[src/hdl/ntids_pkg.sv]
// ntids_pkg: operation and status codes shared by the name table block
// no dependencies

package ntids_pkg;

  // request operation, carried in tuser of the request beat
  typedef enum logic [1:0] {
    OP_CREATE = 2'd0,
    OP_DELETE = 2'd1,
    OP_SEARCH = 2'd2,
    OP_LIST   = 2'd3
  } op_e;

  // result status, carried in tuser of the result beat
  typedef enum logic [2:0] {
    ST_CREATED  = 3'd0,
    ST_EXISTS   = 3'd1,
    ST_DELETED  = 3'd2,
    ST_NOTFOUND = 3'd3,
    ST_FOUND    = 3'd4,
    ST_FULL     = 3'd5,
    ST_LIST     = 3'd6,
    ST_EMPTY    = 3'd7
  } status_e;

  localparam int unsigned NameW = 64;

endpackage

[src/hdl/name_table_insert_delete_search.sv]
// name_table_insert_delete_search: compact table of up to ENTRIES 64-bit names
// depends on ntids_pkg (op and status codes, name width)

// A request beat carries an operation in tuser and a name in tdata. Create,
// delete and search walk the stored names one per cycle through the single
// read port of the name memory before their one result beat appears; a
// delete that moves the last name into the freed slot adds a read and a
// write of that name. A list request gives one result beat per stored name,
// each held while the result side stalls, with tlast on the final one, or a
// single empty beat. The block takes one request at a time: tready is high
// only while no request is in progress and its results are delivered. The
// memory needs no clearing pass; only names from slots below the count are
// used.

module name_table_insert_delete_search #(
  parameter int unsigned ENTRIES = 16
) (
  input  logic        clk_i,
  input  logic        rst_ni,
  // request side
  input  logic        s_axis_tvalid_i,
  output logic        s_axis_tready_o,
  input  logic [63:0] s_axis_tdata_i,   // [63:0] name
  input  logic [1:0]  s_axis_tuser_i,   // [1:0] op
  // result side
  output logic        m_axis_tvalid_o,
  input  logic        m_axis_tready_i,
  output logic [63:0] m_axis_tdata_o,   // [63:0] entry_name
  output logic [2:0]  m_axis_tuser_o,   // [2:0] status
  output logic        m_axis_tlast_o    // last
);

  localparam int unsigned CntW = $clog2(ENTRIES + 1);
  localparam int unsigned IdxW = $clog2(ENTRIES);

  typedef enum logic [2:0] {
    S_IDLE,
    S_SCAN,
    S_EXEC,
    S_MOVE_RD,
    S_MOVE_WR,
    S_LIST_WAIT,
    S_OUT
  } state_e;

  state_e                     state_q;
  ntids_pkg::op_e             op_q;
  logic [ntids_pkg::NameW-1:0] key_q;
  logic [CntW-1:0]            count_q;
  logic [CntW-1:0]            idx_q;
  logic                       pend_q;
  logic                       hit_q;
  logic [IdxW-1:0]            hit_idx_q;
  logic                       out_valid_q;
  ntids_pkg::status_e         out_status_q;
  logic [ntids_pkg::NameW-1:0] out_name_q;
  logic                       out_last_q;

  // name memory
  logic [ntids_pkg::NameW-1:0] mem_q [ENTRIES];
  logic [ntids_pkg::NameW-1:0] rd_data_q;
  logic                       mem_re;
  logic [IdxW-1:0]            mem_raddr;
  logic                       mem_we;
  logic [IdxW-1:0]            mem_waddr;
  logic [ntids_pkg::NameW-1:0] mem_wdata;

  logic                       in_acc;
  ntids_pkg::op_e             op_in;
  logic [CntW-1:0]            count_m1;
  logic [CntW-1:0]            idx_m1;
  logic [CntW-1:0]            idx_nx;
  logic                       full;
  logic                       scan_match;
  logic                       scan_miss;

  assign s_axis_tready_o = (state_q == S_IDLE);
  assign in_acc          = s_axis_tvalid_i && s_axis_tready_o;
  assign op_in           = ntids_pkg::op_e'(s_axis_tuser_i);

  assign count_m1 = count_q - CntW'(1);
  assign idx_m1   = idx_q - CntW'(1);
  assign idx_nx   = idx_q + CntW'(1);
  assign full     = (count_q == CntW'(ENTRIES));

  // compare the name read last cycle against the key
  assign scan_match = pend_q && (rd_data_q == key_q);
  assign scan_miss  = pend_q && !scan_match && (idx_q == count_q);

  // memory port control
  always_comb begin
    mem_re    = 1'b0;
    mem_raddr = '0;
    mem_we    = 1'b0;
    mem_waddr = '0;
    mem_wdata = key_q;
    unique case (state_q)
      S_IDLE: begin
        if (in_acc && op_in == ntids_pkg::OP_LIST) begin
          mem_re = 1'b1;
        end
      end
      S_SCAN: begin
        if (!scan_match && idx_q < count_q) begin
          mem_re    = 1'b1;
          mem_raddr = idx_q[IdxW-1:0];
        end
      end
      S_EXEC: begin
        if (op_q == ntids_pkg::OP_CREATE && !hit_q && !full) begin
          mem_we    = 1'b1;
          mem_waddr = count_q[IdxW-1:0];
        end
      end
      S_MOVE_RD: begin
        mem_re    = 1'b1;
        mem_raddr = count_m1[IdxW-1:0];
      end
      S_MOVE_WR: begin
        mem_we    = 1'b1;
        mem_waddr = hit_idx_q;
        mem_wdata = rd_data_q;
      end
      S_OUT: begin
        if (m_axis_tready_i && op_q == ntids_pkg::OP_LIST && !out_last_q) begin
          mem_re    = 1'b1;
          mem_raddr = idx_nx[IdxW-1:0];
        end
      end
      default: ;
    endcase
  end

  // memory, one write and one registered read per cycle
  always_ff @(posedge clk_i) begin
    if (mem_we) begin
      mem_q[mem_waddr] <= mem_wdata;
    end
    if (mem_re) begin
      rd_data_q <= mem_q[mem_raddr];
    end
  end

  // sequencer with registered result beat
  always_ff @(posedge clk_i or negedge rst_ni) begin
    if (!rst_ni) begin
      state_q      <= S_IDLE;
      op_q         <= ntids_pkg::OP_CREATE;
      count_q      <= '0;
      idx_q        <= '0;
      pend_q       <= 1'b0;
      hit_q        <= 1'b0;
      hit_idx_q    <= '0;
      out_valid_q  <= 1'b0;
      out_status_q <= ntids_pkg::ST_CREATED;
      out_name_q   <= '0;
      out_last_q   <= 1'b0;
      key_q        <= '0;
    end else begin
      unique case (state_q)
        S_IDLE: begin
          if (in_acc) begin
            op_q   <= op_in;
            key_q  <= s_axis_tdata_i;
            idx_q  <= '0;
            pend_q <= 1'b0;
            hit_q  <= 1'b0;
            if (op_in == ntids_pkg::OP_LIST) begin
              if (count_q == '0) begin
                out_valid_q  <= 1'b1;
                out_status_q <= ntids_pkg::ST_EMPTY;
                out_name_q   <= '0;
                out_last_q   <= 1'b1;
                state_q      <= S_OUT;
              end else begin
                state_q <= S_LIST_WAIT;
              end
            end else if (count_q == '0) begin
              state_q <= S_EXEC;
            end else begin
              state_q <= S_SCAN;
            end
          end
        end
        S_SCAN: begin
          pend_q <= mem_re;
          if (mem_re) begin
            idx_q <= idx_nx;
          end
          if (scan_match) begin
            hit_q     <= 1'b1;
            hit_idx_q <= idx_m1[IdxW-1:0];
            state_q   <= S_EXEC;
          end else if (scan_miss) begin
            state_q <= S_EXEC;
          end
        end
        S_EXEC: begin
          out_name_q <= '0;
          out_last_q <= 1'b1;
          unique case (op_q)
            ntids_pkg::OP_CREATE: begin
              out_valid_q <= 1'b1;
              state_q     <= S_OUT;
              if (hit_q) begin
                out_status_q <= ntids_pkg::ST_EXISTS;
              end else if (full) begin
                out_status_q <= ntids_pkg::ST_FULL;
              end else begin
                count_q      <= count_q + CntW'(1);
                out_status_q <= ntids_pkg::ST_CREATED;
              end
            end
            ntids_pkg::OP_DELETE: begin
              if (!hit_q) begin
                out_valid_q  <= 1'b1;
                out_status_q <= ntids_pkg::ST_NOTFOUND;
                state_q      <= S_OUT;
              end else if (hit_idx_q == count_m1[IdxW-1:0]) begin
                // freed slot is the last one, nothing moves
                count_q      <= count_m1;
                out_valid_q  <= 1'b1;
                out_status_q <= ntids_pkg::ST_DELETED;
                state_q      <= S_OUT;
              end else begin
                state_q <= S_MOVE_RD;
              end
            end
            ntids_pkg::OP_SEARCH: begin
              out_valid_q  <= 1'b1;
              out_status_q <= hit_q ? ntids_pkg::ST_FOUND : ntids_pkg::ST_NOTFOUND;
              state_q      <= S_OUT;
            end
            ntids_pkg::OP_LIST: begin
              state_q <= S_IDLE;
            end
          endcase
        end
        S_MOVE_RD: begin
          state_q <= S_MOVE_WR;
        end
        S_MOVE_WR: begin
          count_q      <= count_m1;
          out_valid_q  <= 1'b1;
          out_status_q <= ntids_pkg::ST_DELETED;
          out_name_q   <= '0;
          out_last_q   <= 1'b1;
          state_q      <= S_OUT;
        end
        S_LIST_WAIT: begin
          out_valid_q  <= 1'b1;
          out_status_q <= ntids_pkg::ST_LIST;
          out_name_q   <= rd_data_q;
          out_last_q   <= (idx_nx == count_q);
          state_q      <= S_OUT;
        end
        S_OUT: begin
          if (m_axis_tready_i) begin
            out_valid_q <= 1'b0;
            if (op_q == ntids_pkg::OP_LIST && !out_last_q) begin
              idx_q   <= idx_nx;
              state_q <= S_LIST_WAIT;
            end else begin
              state_q <= S_IDLE;
            end
          end
        end
        default: begin
          state_q <= S_IDLE;
        end
      endcase
    end
  end

  assign m_axis_tvalid_o = out_valid_q;
  assign m_axis_tdata_o  = out_name_q;
  assign m_axis_tuser_o  = out_status_q;
  assign m_axis_tlast_o  = out_last_q;

  // count never exceeds the table depth
  a_count_range: assert property (@(posedge clk_i) disable iff (!rst_ni)
    count_q <= CntW'(ENTRIES))
    else $error("entry count above table depth");

  // a new request is never taken while a result beat is pending
  a_one_at_a_time: assert property (@(posedge clk_i) disable iff (!rst_ni)
    !(s_axis_tready_o && m_axis_tvalid_o))
    else $error("request accepted while result pending");

  // only list entries carry a name, and every other result is final
  a_name_only_list: assert property (@(posedge clk_i) disable iff (!rst_ni)
    (m_axis_tvalid_o && m_axis_tuser_o != ntids_pkg::ST_LIST)
      |-> (m_axis_tdata_o == '0 && m_axis_tlast_o))
    else $error("non-list result with name or without last");

  // count moves by at most one per cycle
  a_count_step: assert property (@(posedge clk_i) disable iff (!rst_ni)
    (count_q != $past(count_q))
      |-> (count_q == $past(count_q) + CntW'(1) || count_q == $past(count_q) - CntW'(1)))
    else $error("entry count jumped");

  // count changes only when a create or delete result is produced
  a_count_with_result: assert property (@(posedge clk_i) disable iff (!rst_ni)
    (count_q != $past(count_q))
      |-> (m_axis_tvalid_o && (m_axis_tuser_o == ntids_pkg::ST_CREATED ||
                               m_axis_tuser_o == ntids_pkg::ST_DELETED)))
    else $error("entry count changed without create or delete result");

endmodule
[config.mk]
export PLATFORM = sky130hd
export DESIGN_NAME = name_table_insert_delete_search
export DESIGN_NICKNAME = d
export VERILOG_FILES = /design/src/hdl/ntids_pkg.sv /design/src/hdl/name_table_insert_delete_search.sv
export SDC_FILE = /design/constraint.sdc
export NUM_CORES = 2
export LEC_CHECK = 0
export ABC_CLOCK_PERIOD_IN_PS = 16500
export BUFFER_PORTS_ARGS = -buffer_cell sky130_fd_sc_hd__buf_2
export CORE_MARGIN = 3
export CORE_UTILIZATION = 40
export CTS_BUF_LIST = sky130_fd_sc_hd__clkbuf_4
export CTS_CLUSTER_SIZE = 12
export DETAILED_ROUTE_END_ITERATION = 8
export SLEW_MARGIN = 15
export SYNTH_ARGS = -nofsm -noshare
export SYNTH_HDL_FRONTEND = slang
export SYNTH_SLANG_ARGS = --single-unit
[constraint.sdc]
create_clock -name clk_i -period 16.5 [get_ports clk_i]
set_input_delay 2.475 -clock clk_i [delete_from_list [all_inputs] [get_ports clk_i]]
set_output_delay 2.475 -clock clk_i [all_outputs]
set_load 0.005 [all_outputs]
==> Implementation_results.wiki <==
{| class="wikitable"
! Metric !! Value
|-
| Number of clock sinks || 1242
|-
| Lkg Pwr || 22.6 nW
|-
| Global-route track usage on met1 || 35.6%
|-
| Tightest Hold Check Type || register to register
|-
| Data arrival at the endpoint of the critical path || 7.29 ns
|-
| Synth top area share || 59.6%
|-
| Filler cells || 12100
|-
| Primary flip-flop cell chosen by synthesis mapping || sky130_fd_sc_hd__edfxtp_1
|-
| Number of remaining DRC errors || 0
|-
| Iter 0 DRT Violations || 5239
|-
| Vias in the first global route || 38200
|-
| Number of endpoints with negative hold slack in the final report || 0
|-
| Share of cells above drive strength 1 || 20.0%
|-
| Design Area, Final || 61500 um2
|-
| Root Buffer || sky130_fd_sc_hd__clkbuf_4
|-
| Clock latency at the later pin of the worst-skew pair || 1.22 ns
|-
| Maxcap violations || 0
|-
| Fin crit share || 37.9%
|-
| Post-CTS sizing || 0
|-
| Ports || 140
|-
| Area of the mapped netlist || 54800 um2
|-
| Die span in x || 376 um
|-
| Final Max Tran Viols || 0
|-
| Area added between synthesis and finish || 12.1%
|-
| Number of port buffers || 139
|-
| Maximum number of pins on one net before global-route repair || 147
|-
| CP required || 17.53 ns
|-
| Post-synthesis area per instance || 14.0 um2
|-
| Placed cell areas || 57200 um2
|-
| Final GP Congestion || 0.848
|-
| Relative slew margins || 21.6%
|-
| Critical path launch point || rd_data_q[20]
|-
| Via density per instance || 6.43
|-
| Met3 layer usage reported by global route || 6.46%
|-
| Clock tree from TritonCTS || built
|-
| Core Footprint || 136000 um2
|-
| Layer with the highest usage after global routing || met2
|-
| Overall power || 10.7 mW
|-
| Number of enable flip-flop cells after synthesis || 1088
|-
| Met2 Track Usage GR || 36.8%
|-
| Total congestion overflow after global routing || 0
|-
| Maximum VDD drop || 121 uV
|-
| Antenna viol nets, final || 0
|-
| Initial core utilization || 40.4%
|-
| Total Nets Final || 4209
|-
| Global Route Usage Sum || 25.1%
|-
| Minimum setup slack in the final design || 10.24 ns
|-
| Worst Setup Start Kind || register
|-
| Largest area contributor in the synthesized netlist || sky130_fd_sc_hd__edfxtp_1
|-
| Critical setup path kind || register to register
|-
| Area contributors post-synth || sky130_fd_sc_hd__edfxtp_1, sky130_fd_sc_hd__dfrtp_1, sky130_fd_sc_hd__mux2i_1, sky130_fd_sc_hd__nand4_1, sky130_fd_sc_hd__o211ai_1
|-
| Worst setup slack before clock tree synthesis || 10.09 ns
|-
| Post-DP HPWL || 98.1 mm
|-
| Post-CTS Setup Bufs || 0
|-
| Power per cell area || 175 nW/um2
|-
| Clock-pin slew on the worst setup and hold paths || 0.06 ns
|-
| Cts bufs inserted || 338
|-
| Number of levels the H-tree was split into || 5
|-
| DR pass1 iterations || 6
|-
| Avg WL per Cell || 29.5 um
|-
| Die area || 142000 um2
|-
| Setup crit end kind || register
|-
| Setup repair after global routing missed its margin || no
|-
| Launch point of the worst reg-to-reg path || rd_data_q[20]
|-
| Wire length of the first global-routing pass || 262 mm
|-
| Post-synthesis sequential element count || 1242
|-
| Source of the worst hold timing path || m_axis_tdata_o[19]
|-
| Sequential area share after synthesis || 66.6%
|-
| Number of endpoints failing setup at the final stage || 0
|-
| Number of instances in the synthesized netlist || 3923
|-
| Yosys warning total || 0
|-
| Routed wire length || 181 mm
|-
| Cell variety after synth || 67
|-
| Actual transition at the worst max-transition pin || 1.18 ns
|-
| Antenna violations before repair || 9
|-
| Buffer levels on the longest clock path || 4
|-
| Total negative slack for setup checks || 0 ns
|-
| Via count || 39500
|-
| Post-synth net total || 4007
|-
| Placement row count || 135
|-
| Crit path time final || 6.26 ns
|-
| Maximum achievable frequency || 0.160 GHz
|-
| Cts hold-fix bufs || 0
|-
| Post-route clock skew || 0.122 ns
|-
| Run status || complete, no violations
|-
| Proportion of register bits with asynchronous set or reset after synthesis || 12.4%
|-
| Floorplan die height || 376 um
|-
| Crit-path max FO || 82
|}
## worst paths after layout
| kind | depth (start not counted) | slack (ns) | end |
|---|---|---|---|
| setup / recovery | 10 | 10.24 | rd_data_q[50] |
| hold / removal | 1 | 0.50 | m_axis_tdata_o[19] |
| setup reg to reg | 10 | 10.24 | rd_data_q[50] |
| hold reg to reg | 1 | 0.50 | m_axis_tdata_o[19] |
| max in group asynchronous | 2 | 14.02 | m_axis_tdata_o[25] |
| min in group asynchronous | 1 | 1.26 | m_axis_tdata_o[1] |
## stage by stage
step | hold WS (ns) | util, % | instances
after floorplan | 0.469 | - | 3923
after global placement | 0.487 | 42.1 | 5565
after detailed placement | 0.486 | 42.1 | 5565
after CTS | 0.493 | 45.2 | 6136
after global routing | 0.517 | 45.2 | 6141
final | 0.503 | 45.3 | 6150
## critical path, cell delays in order (launching register included)
cell,delay [ns]
sky130_fd_sc_hd__edfxtp_1,0.44
sky130_fd_sc_hd__xnor2_1,0.83
sky130_fd_sc_hd__nand4_1,0.64
sky130_fd_sc_hd__nor3_1,0.49
sky130_fd_sc_hd__and4_4,0.74
sky130_fd_sc_hd__buf_4,0.96
sky130_fd_sc_hd__buf_4,1.02
sky130_fd_sc_hd__nand4_1,0.17
sky130_fd_sc_hd__a32oi_1,0.43
sky130_fd_sc_hd__o31ai_1,0.14
sky130_fd_sc_hd__nand4_1,0.11
## final cells by class
class                      instances  area, um2  share of cell area (%)
sequential                      1242      36500                    59.4
multi-input combinational       2285      16900                    27.5
clock buffer                     512       3840                    6.25
tap                             1781       2230                    3.63
timing repair buffer             229       1440                    2.34
clock inverter                    59        372                   0.605
inverter                          29        111                   0.181
antenna                           13       32.5                  0.0529
## placed cells by master (no fill, tap or decap), types with 5 or more instances in the layout
cell type and count:
sky130_fd_sc_hd__dfrtp_1 153, sky130_fd_sc_hd__clkinv_1 41, sky130_fd_sc_hd__nand4_1 269, sky130_fd_sc_hd__a21oi_1 24, sky130_fd_sc_hd__xnor2_1 44, sky130_fd_sc_hd__buf_4 86, sky130_fd_sc_hd__buf_2 138, sky130_fd_sc_hd__mux2_2 60
sky130_fd_sc_hd__o21ai_0 46, sky130_fd_sc_hd__a22o_1 65, sky130_fd_sc_hd__and4_1 129, sky130_fd_sc_hd__edfxtp_1 1088, sky130_fd_sc_hd__ha_1 14, sky130_fd_sc_hd__nor2_4 21, sky130_fd_sc_hd__a22oi_1 65, sky130_fd_sc_hd__nand2b_1 9
sky130_fd_sc_hd__o211ai_1 193, sky130_fd_sc_hd__a32oi_1 64, sky130_fd_sc_hd__inv_1 28, sky130_fd_sc_hd__mux2i_1 257, sky130_fd_sc_hd__nor2_1 22, sky130_fd_sc_hd__o31ai_1 64, sky130_fd_sc_hd__nand2_1 278, sky130_fd_sc_hd__clkbuf_4 512
sky130_fd_sc_hd__diode_2 13, sky130_fd_sc_hd__nor3_1 14, sky130_fd_sc_hd__xor2_1 17, sky130_fd_sc_hd__a221oi_1 128, sky130_fd_sc_hd__o22a_1 129, sky130_fd_sc_hd__nor2b_1 21, sky130_fd_sc_hd__nand3_1 139, sky130_fd_sc_hd__bufinv_16 5
sky130_fd_sc_hd__and3_1 131, sky130_fd_sc_hd__a31oi_1 6, sky130_fd_sc_hd__o22ai_1 6, sky130_fd_sc_hd__clkinv_2 7
## cells in the mapped netlist (60+ instances only)
master,instances
sky130_fd_sc_hd__a221oi_1,128
sky130_fd_sc_hd__a22o_1,65
sky130_fd_sc_hd__a22oi_1,65
sky130_fd_sc_hd__a32oi_1,64
sky130_fd_sc_hd__and3_1,131
sky130_fd_sc_hd__and4_1,130
sky130_fd_sc_hd__clkbuf_1,316
sky130_fd_sc_hd__dfrtp_1,154
sky130_fd_sc_hd__edfxtp_1,1088
sky130_fd_sc_hd__mux2_2,60
sky130_fd_sc_hd__mux2i_1,257
sky130_fd_sc_hd__nand2_1,279
sky130_fd_sc_hd__nand3_1,140
sky130_fd_sc_hd__nand4_1,269
sky130_fd_sc_hd__o211ai_1,193
sky130_fd_sc_hd__o22a_1,130
sky130_fd_sc_hd__o31ai_1,65
## kinds of logic (layout without fill, tap and decap cells)
logic type | after synthesis | in the layout | share of synthesized area (%)
flops | 1242 | 1242 | 66.6
simple gates | 1062 | 1062 | 11.0
compound gates | 831 | 831 | 12.0
buf+inv | 396 | 829 | 3.13
mux | 317 | 317 | 5.93
xor+xnor | 61 | 61 | 0.975
fa+ha+maj | 14 | 14 | 0.320
other cells | 0 | 13 | 0
## power breakdown
group	switching [mW]	internal [mW]	total (mW)
clock network	1.26	1.48	2.74
logic	2.11	0.981	3.09
registers	0.475	4.44	4.92
## layer usage
metal | wire (um) | vias up
li1 | - | 16600
met3 | 21600 | 448
met1 | 74600 | 19900
met4 | 6200 | 0
met2 | 79200 | 2680
met5 | 0 | -
## state kept, by name, indices dropped and copies added (netlist names), 4 cells and up
| register | flops |
|---|---|
| mem_q | 1024 |
| key_q | 64 |
| m_axis_tdata_o | 64 |
| rd_data_q | 64 |
| count_q | 5 |
| idx_q | 5 |
| hit_idx_q | 4 |
(Power assumes the default switching activity.)
